File: src/rtl/atrlc_pkg.sv
// Shared types, pattern text and per-byte line update for the modem response classifier.
// Depends on nothing; used by atrlc_classify and at_response_line_classifier_core.
`timescale 1ns / 1ps

package atrlc_pkg;

  // pattern_alive bit positions
  localparam int unsigned PAT_OK    = 0;
  localparam int unsigned PAT_ERR   = 1;
  localparam int unsigned PAT_NOC   = 2;
  localparam int unsigned PAT_CME   = 3;
  localparam int unsigned PAT_CPIN  = 4;
  localparam int unsigned PAT_CSQ   = 5;
  localparam int unsigned PAT_AT    = 6;
  localparam int unsigned PAT_READY = 7;

  // number_flags bit positions
  localparam int unsigned NF_DIGIT  = 0;
  localparam int unsigned NF_COMMA  = 1;
  localparam int unsigned NF_SECOND = 2;
  localparam int unsigned NF_FAIL   = 3;

  localparam logic [7:0] CHAR_NUL   = 8'h00;
  localparam logic [7:0] CHAR_LF    = 8'h0A;
  localparam logic [7:0] CHAR_CR    = 8'h0D;
  localparam logic [7:0] CHAR_COMMA = 8'h2C;
  localparam logic [7:0] CHAR_ZERO  = 8'h30;
  localparam logic [7:0] CHAR_NINE  = 8'h39;

  localparam logic CMD_BYTE  = 1'b0;
  localparam logic CMD_FLUSH = 1'b1;

  // Pattern text, right aligned: first character sits in the highest used byte
  localparam logic [95:0] TXT_OK    = 96'("OK");
  localparam logic [95:0] TXT_ERR   = 96'("ERROR");
  localparam logic [95:0] TXT_NOC   = 96'("NO CARRIER");
  localparam logic [95:0] TXT_CME   = 96'("+CME ERROR: ");
  localparam logic [95:0] TXT_CPIN  = 96'("+CPIN: ");
  localparam logic [95:0] TXT_CSQ   = 96'("+CSQ: ");
  localparam logic [95:0] TXT_AT    = 96'("AT");
  localparam logic [95:0] TXT_READY = 96'("READY");

  localparam logic [4:0] LEN_OK    = 5'd2;
  localparam logic [4:0] LEN_ERR   = 5'd5;
  localparam logic [4:0] LEN_NOC   = 5'd10;
  localparam logic [4:0] LEN_CME   = 5'd12;
  localparam logic [4:0] LEN_CPIN  = 5'd7;
  localparam logic [4:0] LEN_CSQ   = 5'd6;
  localparam logic [4:0] LEN_AT    = 5'd2;
  localparam logic [4:0] LEN_READY = 5'd5;

  localparam logic [4:0] POS_MAX    = 5'd31;
  localparam logic [7:0] RSSI_LIMIT = 8'd31;
  localparam logic [5:0] LEVEL_FULL = 6'd32;

  localparam int unsigned CME_COUNT = 15;
  localparam logic [7:0] CME_CODES [CME_COUNT] = '{
    8'd0, 8'd1, 8'd3, 8'd4, 8'd10, 8'd11, 8'd12, 8'd13, 8'd14, 8'd15,
    8'd20, 8'd21, 8'd30, 8'd31, 8'd32
  };

  typedef enum logic [3:0] {
    CLS_INIT_IGNORED,
    CLS_INITIALIZED,
    CLS_ECHO,
    CLS_OK,
    CLS_FINAL_ERROR,
    CLS_CME,
    CLS_PIN_READY,
    CLS_PIN_NOT_READY,
    CLS_SIGNAL,
    CLS_UNRECOGNIZED
  } line_class_t;

  typedef struct packed {
    logic       content_ended;
    logic [4:0] char_position;
    logic [7:0] pattern_alive;
    logic [7:0] number_accum;
    logic [3:0] number_flags;
  } line_state_t;

  localparam line_state_t LINE_CLEAR = '{
    content_ended: 1'b0,
    char_position: 5'd0,
    pattern_alive: 8'hFF,
    number_accum:  8'd0,
    number_flags:  4'd0
  };

  typedef struct packed {
    line_class_t line_class;
    logic        answered;
    logic        final_error_kind;
    logic [3:0]  cme_message;
    logic [5:0]  strength_level;
    logic [7:0]  rssi_value;
  } result_t;

  // Character p of a right-aligned text of length len; zero past the end
  function automatic logic [7:0] char_at(input logic [95:0] txt, input logic [4:0] len,
                                         input logic [4:0] p);
    logic [4:0] idx;
    idx = len - 5'd1 - p;
    if (p < len) begin
      return txt[{idx[3:0], 3'b000} +: 8];
    end
    return CHAR_NUL;
  endfunction

  // acc * 10 + digit, saturated at 255
  function automatic logic [7:0] accum_digit(input logic [7:0] acc, input logic [7:0] b);
    logic [11:0] v;
    v = {1'b0, acc, 3'b000} + {3'b000, acc, 1'b0} + {4'd0, b - CHAR_ZERO};
    return (v > 12'd255) ? 8'hFF : v[7:0];
  endfunction

  // Advance the line state by one content byte
  function automatic line_state_t feed_byte(input line_state_t s, input logic [7:0] b);
    line_state_t n;
    logic [4:0]  p;
    logic        digit;
    n = s;
    p = s.char_position;
    digit = (b >= CHAR_ZERO) && (b <= CHAR_NINE);
    if (s.content_ended) begin
      return n;
    end
    if (b == CHAR_NUL) begin
      n.content_ended = 1'b1;
      return n;
    end
    // exact patterns
    if (p >= LEN_OK || char_at(TXT_OK, LEN_OK, p) != b) n.pattern_alive[PAT_OK] = 1'b0;
    if (p >= LEN_ERR || char_at(TXT_ERR, LEN_ERR, p) != b) n.pattern_alive[PAT_ERR] = 1'b0;
    if (p >= LEN_NOC || char_at(TXT_NOC, LEN_NOC, p) != b) n.pattern_alive[PAT_NOC] = 1'b0;
    // prefix patterns
    if (p < LEN_CME && char_at(TXT_CME, LEN_CME, p) != b) n.pattern_alive[PAT_CME] = 1'b0;
    if (p < LEN_CPIN && char_at(TXT_CPIN, LEN_CPIN, p) != b) n.pattern_alive[PAT_CPIN] = 1'b0;
    if (p < LEN_CSQ && char_at(TXT_CSQ, LEN_CSQ, p) != b) n.pattern_alive[PAT_CSQ] = 1'b0;
    if (p < LEN_AT && char_at(TXT_AT, LEN_AT, p) != b) n.pattern_alive[PAT_AT] = 1'b0;
    // READY follows the CPIN prefix
    if (p >= LEN_CPIN) begin
      if (p >= LEN_CPIN + LEN_READY ||
          char_at(TXT_READY, LEN_READY, p - LEN_CPIN) != b) begin
        n.pattern_alive[PAT_READY] = 1'b0;
      end
    end
    if (n.pattern_alive[PAT_CME] && p >= LEN_CME && !n.number_flags[NF_FAIL]) begin
      if (digit) begin
        n.number_accum = accum_digit(n.number_accum, b);
        n.number_flags[NF_DIGIT] = 1'b1;
      end else begin
        n.number_flags[NF_FAIL] = 1'b1;
      end
    end
    if (n.pattern_alive[PAT_CSQ] && p >= LEN_CSQ &&
        !n.number_flags[NF_FAIL] && !n.number_flags[NF_SECOND]) begin
      if (!n.number_flags[NF_COMMA]) begin
        if (digit) begin
          n.number_accum = accum_digit(n.number_accum, b);
          n.number_flags[NF_DIGIT] = 1'b1;
        end else if (b == CHAR_COMMA && n.number_flags[NF_DIGIT]) begin
          n.number_flags[NF_COMMA] = 1'b1;
        end else begin
          n.number_flags[NF_FAIL] = 1'b1;
        end
      end else if (digit) begin
        n.number_flags[NF_SECOND] = 1'b1;
      end else begin
        n.number_flags[NF_FAIL] = 1'b1;
      end
    end
    n.char_position = (p < POS_MAX) ? p + 5'd1 : POS_MAX;
    return n;
  endfunction

endpackage

File: src/rtl/atrlc_classify.sv
// Line-end classification: turns the matcher state of a finished line into one result.
// Depends on atrlc_pkg.
`timescale 1ns / 1ps

module atrlc_classify (
  input  logic                 modem_ready,
  input  atrlc_pkg::line_state_t line_state,
  output logic                 has_result,
  output logic                 set_ready,
  output atrlc_pkg::result_t   result
);
  import atrlc_pkg::*;

  logic [4:0] p;
  logic [7:0] a;
  logic [3:0] f;
  logic       is_ok;
  logic       cme_found;
  logic [3:0] cme_index;

  assign p = line_state.char_position;
  assign a = line_state.pattern_alive;
  assign f = line_state.number_flags;
  assign is_ok = a[PAT_OK] && p == LEN_OK;

  // Search the known code list; first hit wins
  always_comb begin
    cme_found = 1'b0;
    cme_index = 4'd0;
    for (int i = CME_COUNT - 1; i >= 0; i--) begin
      if (CME_CODES[i] == line_state.number_accum) begin
        cme_found = 1'b1;
        cme_index = 4'(i);
      end
    end
  end

  always_comb begin
    has_result = (p != 5'd0);
    set_ready  = 1'b0;
    result     = '{line_class: CLS_UNRECOGNIZED, answered: 1'b0, final_error_kind: 1'b0,
                   cme_message: 4'd0, strength_level: 6'd0, rssi_value: 8'd0};
    priority if (!modem_ready) begin
      if (is_ok) begin
        set_ready = 1'b1;
        result.line_class = CLS_INITIALIZED;
      end else begin
        result.line_class = CLS_INIT_IGNORED;
      end
    end else if (a[PAT_AT] && p >= LEN_AT) begin
      result.line_class = CLS_ECHO;
    end else if (is_ok) begin
      result.line_class = CLS_OK;
      result.answered   = 1'b1;
    end else if (a[PAT_ERR] && p == LEN_ERR) begin
      result.line_class = CLS_FINAL_ERROR;
      result.answered   = 1'b1;
    end else if (a[PAT_NOC] && p == LEN_NOC) begin
      result.line_class       = CLS_FINAL_ERROR;
      result.answered         = 1'b1;
      result.final_error_kind = 1'b1;
    end else if (a[PAT_CME] && p >= LEN_CME) begin
      if (f[NF_DIGIT] && !f[NF_FAIL] && cme_found) begin
        result.line_class  = CLS_CME;
        result.cme_message = cme_index;
      end
    end else if (a[PAT_CPIN] && p >= LEN_CPIN) begin
      result.line_class = (a[PAT_READY] && p == LEN_CPIN + LEN_READY) ?
                          CLS_PIN_READY : CLS_PIN_NOT_READY;
    end else if (a[PAT_CSQ] && p >= LEN_CSQ && f[NF_SECOND]) begin
      result.line_class     = CLS_SIGNAL;
      result.rssi_value     = line_state.number_accum;
      result.strength_level = (line_state.number_accum > RSSI_LIMIT) ?
                              LEVEL_FULL : line_state.number_accum[5:0];
    end else begin
      result.line_class = CLS_UNRECOGNIZED;
    end
  end

endmodule

File: src/rtl/at_response_line_classifier_core.sv
// Modem response line classifier, top level: input register, line matcher, result register.
// Depends on atrlc_pkg and atrlc_classify.
//
//  channel | direction | handshake            | payload
//  --------+-----------+----------------------+---------------------------------------------
//  in      | receive   | in_valid / in_stall  | command, rx_byte
//  out     | send      | out_valid / out_stall| line_class, answered, final_error_kind,
//          |           |                      | cme_message, strength_level, rssi_value
//
// One beat per cycle while no stalled result holds the flow; the LF beat that ends a line passes the
// input register, and its result is then registered in the result register. The matcher state updates
// from the input register, so bytes stream back to back. rst (synchronous) returns to init mode and
// clears the partial line. out_stall holds the result register; the input register then holds too, and in_stall rises.
`timescale 1ns / 1ps

module at_response_line_classifier_core (
  input  logic       clk,
  input  logic       rst,
  input  logic       in_valid,
  output logic       in_stall,
  input  logic       command,
  input  logic [7:0] rx_byte,
  output logic       out_valid,
  input  logic       out_stall,
  output logic [3:0] line_class,
  output logic       answered,
  output logic       final_error_kind,
  output logic [3:0] cme_message,
  output logic [5:0] strength_level,
  output logic [7:0] rssi_value
);
  import atrlc_pkg::*;

  logic        s1_valid;
  logic        s1_command;
  logic [7:0]  s1_byte;
  logic        fire;

  line_state_t line_state;
  line_state_t line_state_next;
  line_state_t after_cr;
  logic        pending_cr;
  logic        pending_cr_next;
  logic        modem_ready;

  logic        line_end;
  logic        has_result;
  logic        set_ready;
  result_t     result;
  result_t     out_result;
  logic        emit;

  assign fire     = s1_valid && (!out_valid || !out_stall);
  assign in_stall = s1_valid && !fire;

  always_ff @(posedge clk) begin
    if (rst) begin
      s1_valid <= 1'b0;
    end else begin
      s1_valid <= (in_valid && !in_stall) || (s1_valid && !fire);
    end
    if (in_valid && !in_stall) begin
      s1_command <= command;
      s1_byte    <= rx_byte;
    end
  end

  atrlc_classify u_classify (
    .modem_ready (modem_ready),
    .line_state  (line_state),
    .has_result  (has_result),
    .set_ready   (set_ready),
    .result      (result)
  );

  assign line_end = (s1_command == CMD_BYTE) && pending_cr && (s1_byte == CHAR_LF);
  assign emit     = fire && line_end && has_result;

  always_comb begin
    after_cr        = pending_cr ? feed_byte(line_state, CHAR_CR) : line_state;
    line_state_next = line_state;
    pending_cr_next = pending_cr;
    if (s1_command == CMD_FLUSH || line_end) begin
      line_state_next = LINE_CLEAR;
      pending_cr_next = 1'b0;
    end else if (s1_byte == CHAR_CR) begin
      // a held CR that is not followed by LF is content
      line_state_next = after_cr;
      pending_cr_next = 1'b1;
    end else begin
      line_state_next = feed_byte(after_cr, s1_byte);
      pending_cr_next = 1'b0;
    end
  end

  always_ff @(posedge clk) begin
    if (rst) begin
      line_state  <= LINE_CLEAR;
      pending_cr  <= 1'b0;
      modem_ready <= 1'b0;
    end else if (fire) begin
      line_state  <= line_state_next;
      pending_cr  <= pending_cr_next;
      if (emit && set_ready) begin
        modem_ready <= 1'b1;
      end
    end
  end

  always_ff @(posedge clk) begin
    if (rst) begin
      out_valid <= 1'b0;
    end else begin
      out_valid <= emit || (out_valid && out_stall);
    end
    if (emit) begin
      out_result <= result;
    end
  end

  assign line_class       = out_result.line_class;
  assign answered         = out_result.answered;
  assign final_error_kind = out_result.final_error_kind;
  assign cme_message      = out_result.cme_message;
  assign strength_level   = out_result.strength_level;
  assign rssi_value       = out_result.rssi_value;

endmodule
File: config.mk
export PLATFORM = sky130hd
export DESIGN_NAME = at_response_line_classifier_core
export DESIGN_NICKNAME = d
export VERILOG_FILES = /design/src/rtl/atrlc_pkg.sv /design/src/rtl/atrlc_classify.sv /design/src/rtl/at_response_line_classifier_core.sv
export SDC_FILE = /design/constraint.sdc
export NUM_CORES = 1
export LEC_CHECK = 0
export BUFFER_PORTS_ARGS = -buffer_cell sky130_fd_sc_hd__buf_2
export CAP_MARGIN = 30
export CORE_MARGIN = 4
export CORE_UTILIZATION = 65
export CTS_CLUSTER_SIZE = 16
export DETAILED_ROUTE_END_ITERATION = 10
export PLACE_DENSITY = 0.94
export SLEW_MARGIN = 15
export SYNTH_ARGS = -nofsm -noshare
export SYNTH_HDL_FRONTEND = slang
export SYNTH_SLANG_ARGS = --single-unit
File: constraint.sdc
create_clock -name clk -period 13 [get_ports clk]
set_input_delay 3.9 -clock clk [delete_from_list [all_inputs] [get_ports clk]]
set_output_delay 3.9 -clock clk [all_outputs]
set_load 0.005 [all_outputs]
==> insert_results.sql <==
INSERT INTO impl_metrics (metric_group, metric, value, unit) VALUES
('setup_path', 'r2r-end', 'line_state[10]$_SDFFE_PP0P_', ''),
('detailed_routing', 'route.vias.total', '6296', ''),
('detailed_routing', 'vias_per_cell', '6.90', ''),
('setup_path', 'reg2reg_slack', '5040', 'ps'),
('timing', 'max_freq', '121', 'MHz'),
('power_and_ir_drop', 'power_per_cell_area', '74.9', 'mW/mm^2'),
('synthesis', 'postSynthNetCount', '847', ''),
('grt', 'gr-usage-all-layers', '0.355', ''),
('setup_path', 'critical_path_peak_fanout', '3', ''),
('synthesis', 'yosys_most_used_dff', 'sky130_fd_sc_hd__edfxtp_1', ''),
('synthesis', 'ys_ff_latch', '63', ''),
('timing', 'finalMaxSlewViolations', '0', ''),
('power_and_ir_drop', 'power_frac_seq', '0.439', ''),
('cts', 'worstSkewPairLatency', '360', 'ps'),
('finish', 'final_layout_size_suffix_gt1_frac', '0.115', ''),
('synthesis', 'synth_area_per_cell', '8.25', 'sq um'),
('finish', 'instances_no_fill', '913', ''),
('timing', 'slew-limit-headroom', '0.339', ''),
('cts', 'cts_sinks', '63', ''),
('outcome', 'outcome', 'completed', ''),
('finish', 'nFillCells', '735', ''),
('synthesis', 'asyncSetResetFlopFracSynth', '0', ''),
('synthesis', 'syn_area', '0.00633', 'sq mm'),
('cts', 'tritoncts', 'yes', ''),
('synthesis', 'synth_top_cells_by_area', 'sky130_fd_sc_hd__edfxtp_1 16%, sky130_fd_sc_hd__ha_1 11%, sky130_fd_sc_hd__dfxtp_1 9.5%, sky130_fd_sc_hd__a21oi_1 4.7%, sky130_fd_sc_hd__fa_1 3.8%', ''),
('power_and_ir_drop', 'pwr-share-comb', '0.160', ''),
('detailed_routing', 'drt.antenna.violating_nets', '0', ''),
('setup_path', 'total_stage_count_of_the_critical_path', '3', ''),
('cts', 'ctsResizeCount', '0', ''),
('detailed_routing', 'postRouteWirelength', '19.5', 'mm'),
('synthesis', 'post_synth_inst_count', '767', ''),
('power_and_ir_drop', 'net-switching-power', '146', 'uW'),
('die', 'design.die.area', '0.0114', 'sq mm'),
('setup_path', 'timing.critical_path.cells', 'buf_2 -> and3_1 -> buf_2', ''),
('timing', 'rsz0062_at_grt', 'false', ''),
('worst_hold_path', 'min-delay-path-class', 'reg -> reg', ''),
('synthesis', 'synth_largest_type_area_fraction', '0.157', ''),
('timing', 'number_of_endpoints_failing_setup_at_the_final_stage', '0', ''),
('synthesis', 'synth_top_area_cell', 'sky130_fd_sc_hd__edfxtp_1', ''),
('cts', 'cts_setup_buffers', '0', ''),
('detailed_routing', 'dr.first_iter.drc_count', '805', ''),
('synthesis', 'synth_edf_count', '33', ''),
('cts', 'cts.root.buffer_cell', 'sky130_fd_sc_hd__clkbuf_8', ''),
('place', 'dpl.hpwl', '14.4', 'mm'),
('detailed_routing', 'remaining_drcs', '0', ''),
('die', 'core_area', '0.00937', 'sq mm'),
('die', 'dieHeight', '107', 'microns'),
('finish', 'area_growth_syn_to_layout', '7.30', '%'),
('setup_path', 'cp_data_arrival_time', '4380', 'ps'),
('power_and_ir_drop', 'p_sw_frac', '0.287', ''),
('timing', 'finalCriticalPeriod', '8280', 'ps'),
('detailed_routing', 'drt-pass1-iter-count', '6', ''),
('place', 'buffer_ports.inserted', '38', ''),
('job', 'drv.max_cap_violation_count', '0', ''),
('setup_path', 'timing_worst_setup_path_type', 'in -> out', ''),
('setup_path', 'crit_buf_inv', '2', ''),
('place', 'final_weighted_congestion_in_routability_driven_placement', '1.01', ''),
('timing', 'final.setup_skew', '9.69', 'ps'),
('power_and_ir_drop', 'irDropWorstVdd', '78.0', 'uV'),
('setup_path', 'cpMaxStageDelayCell', 'sky130_fd_sc_hd__and3_1', ''),
('power_and_ir_drop', 'pwr-share-clk', '0.401', ''),
('synthesis', 'synth_cell_types', '85', ''),
('synthesis', 'synth_sequential_area_ratio', '0.252', ''),
('setup_path', 'critical-path-top-delay-family', 'buffers and inverters', ''),
('grt', 'vias_in_the_first_global_route', '6037', ''),
('setup_path', 'critical-path-top-cell-by-count', 'sky130_fd_sc_hd__buf_2', ''),
('setup_path', 'timing.reg2reg.worst_path_depth', '27', ''),
('grt', 'grt_start_max_net_pins', '27', ''),
('grt', 'grt_overflow', '0', ''),
('setup_path', 'end_kind', 'output pin', ''),
('synthesis', 'synth_warnings', '0', '');
per-stage QoR:
stage | instance area [sq um] | power [mW] | worst slack [ps] | hold slack [ps] | utilization
floorplan | 6330 | 0.282 | 5030 | 440 | -
global placement | 6540 | 0.302 | 4810 | 455 | 0.697
CTS | 6780 | 0.506 | 4720 | 481 | 0.724
global route | 6790 | 0.526 | 4640 | 511 | 0.724
detailed placement | 6540 | 0.306 | 4730 | 471 | 0.698
finish | 6790 | 0.509 | 4720 | 484 | 0.724
worst min path at each step:
stage,from,end,slack (ps),cells past startpoint
after global routing,line_state[17]$_SDFFE_PP1P_,line_state[17]$_SDFFE_PP1P_,510,2
after global placement,line_state[17]$_SDFFE_PP1P_,line_state[17]$_SDFFE_PP1P_,460,2
after floorplan,line_state[2]$_SDFFE_PP0P_,line_state[2]$_SDFFE_PP0P_,440,2
after detailed placement,line_state[2]$_SDFFE_PP0P_,line_state[2]$_SDFFE_PP0P_,470,2
after CTS,line_state[2]$_SDFFE_PP0P_,line_state[2]$_SDFFE_PP0P_,480,2
final,line_state[2]$_SDFFE_PP0P_,line_state[2]$_SDFFE_PP0P_,480,2
cell usage after synthesis (19+ instances only):
cell and instances:
sky130_fd_sc_hd__dfxtp_1 30, sky130_fd_sc_hd__nor2_1 60, sky130_fd_sc_hd__nand2_1 63, sky130_fd_sc_hd__ha_1 55
sky130_fd_sc_hd__xnor2_1 26, sky130_fd_sc_hd__a21oi_1 60, sky130_fd_sc_hd__a31oi_1 19, sky130_fd_sc_hd__nand3_1 24
sky130_fd_sc_hd__inv_1 32, sky130_fd_sc_hd__edfxtp_1 33, sky130_fd_sc_hd__clkbuf_1 32, sky130_fd_sc_hd__nor3_1 22
sky130_fd_sc_hd__o21ai_0 43
power by group through the flow:
stage                     combinational [mW]  sequential [mW]  clock (mW)
after CTS                             0.0791            0.223       0.204
final                                 0.0814            0.223       0.204
after global routing                  0.0885            0.224       0.214
after global placement                0.0754            0.227           0
after floorplan                       0.0627            0.219           0
after detailed placement              0.0783            0.227           0
logic make-up (layout without fill, tap and decap cells):
group           after synthesis  in the layout  synth area share
compound gates              232            232             0.247
xor+xnor                     35             35            0.0544
fa+ha+maj                    67             67             0.147
buf+inv                      81             98            0.0514
flops                        63             63             0.252
mux                           9              9            0.0160
simple gates                280            280             0.233
registers in the layout (all words and copies together), names as in the netlist:
name	cells
modem_ready	1
pending_cr	1
rssi_value	8
line_state	26
s1_byte	8
cme_message	4
s1_valid	1
out_valid	1
final_error_kind	1
s1_command	1
answered	1
line_class	4
strength_level	6
worst reg2reg max path, delay by kind of cell (launching register included):
family                     cells  cell delay [ps]
DFF                            1              620
AOI/OAI and AO/OA             10             1870
adders and majority gates      5             2050
and+or+nand+nor                9             2660
buffers and inverters          3              660
final cells by class:
| class | instances | area (sq um) | area share |
|---|---|---|---|
| sequential | 63 | 1590 | 0.234 |
| timing repair buffer | 44 | 233 | 0.0343 |
| multi-input combinational | 623 | 4420 | 0.651 |
| clock inverter | 6 | 90.1 | 0.0133 |
| clock buffer | 10 | 149 | 0.0219 |
| tap | 129 | 161 | 0.0238 |
| inverter | 38 | 148 | 0.0218 |
routing by layer:
layer / vias up / wire (microns) / global-route usage
met5: - / 0 / 0
met1: 2923 / 7940 / 0.480
met4: 0 / 653 / 0.122
met2: 442 / 8830 / 0.560
li1: 2870 / - / -
met3: 61 / 2110 / 0.0831
placed cells by master, fill, tap and decap left out, drive strengths merged, types with 25 or more instances in the layout:
master	count
dfxtp	30
nand2	65
edfxtp	33
inv	35
o21ai	45
ha	55
buf	44
nor2	60
nand3	25
a21oi	60
xnor2	28
(Power assumes the default switching activity.)
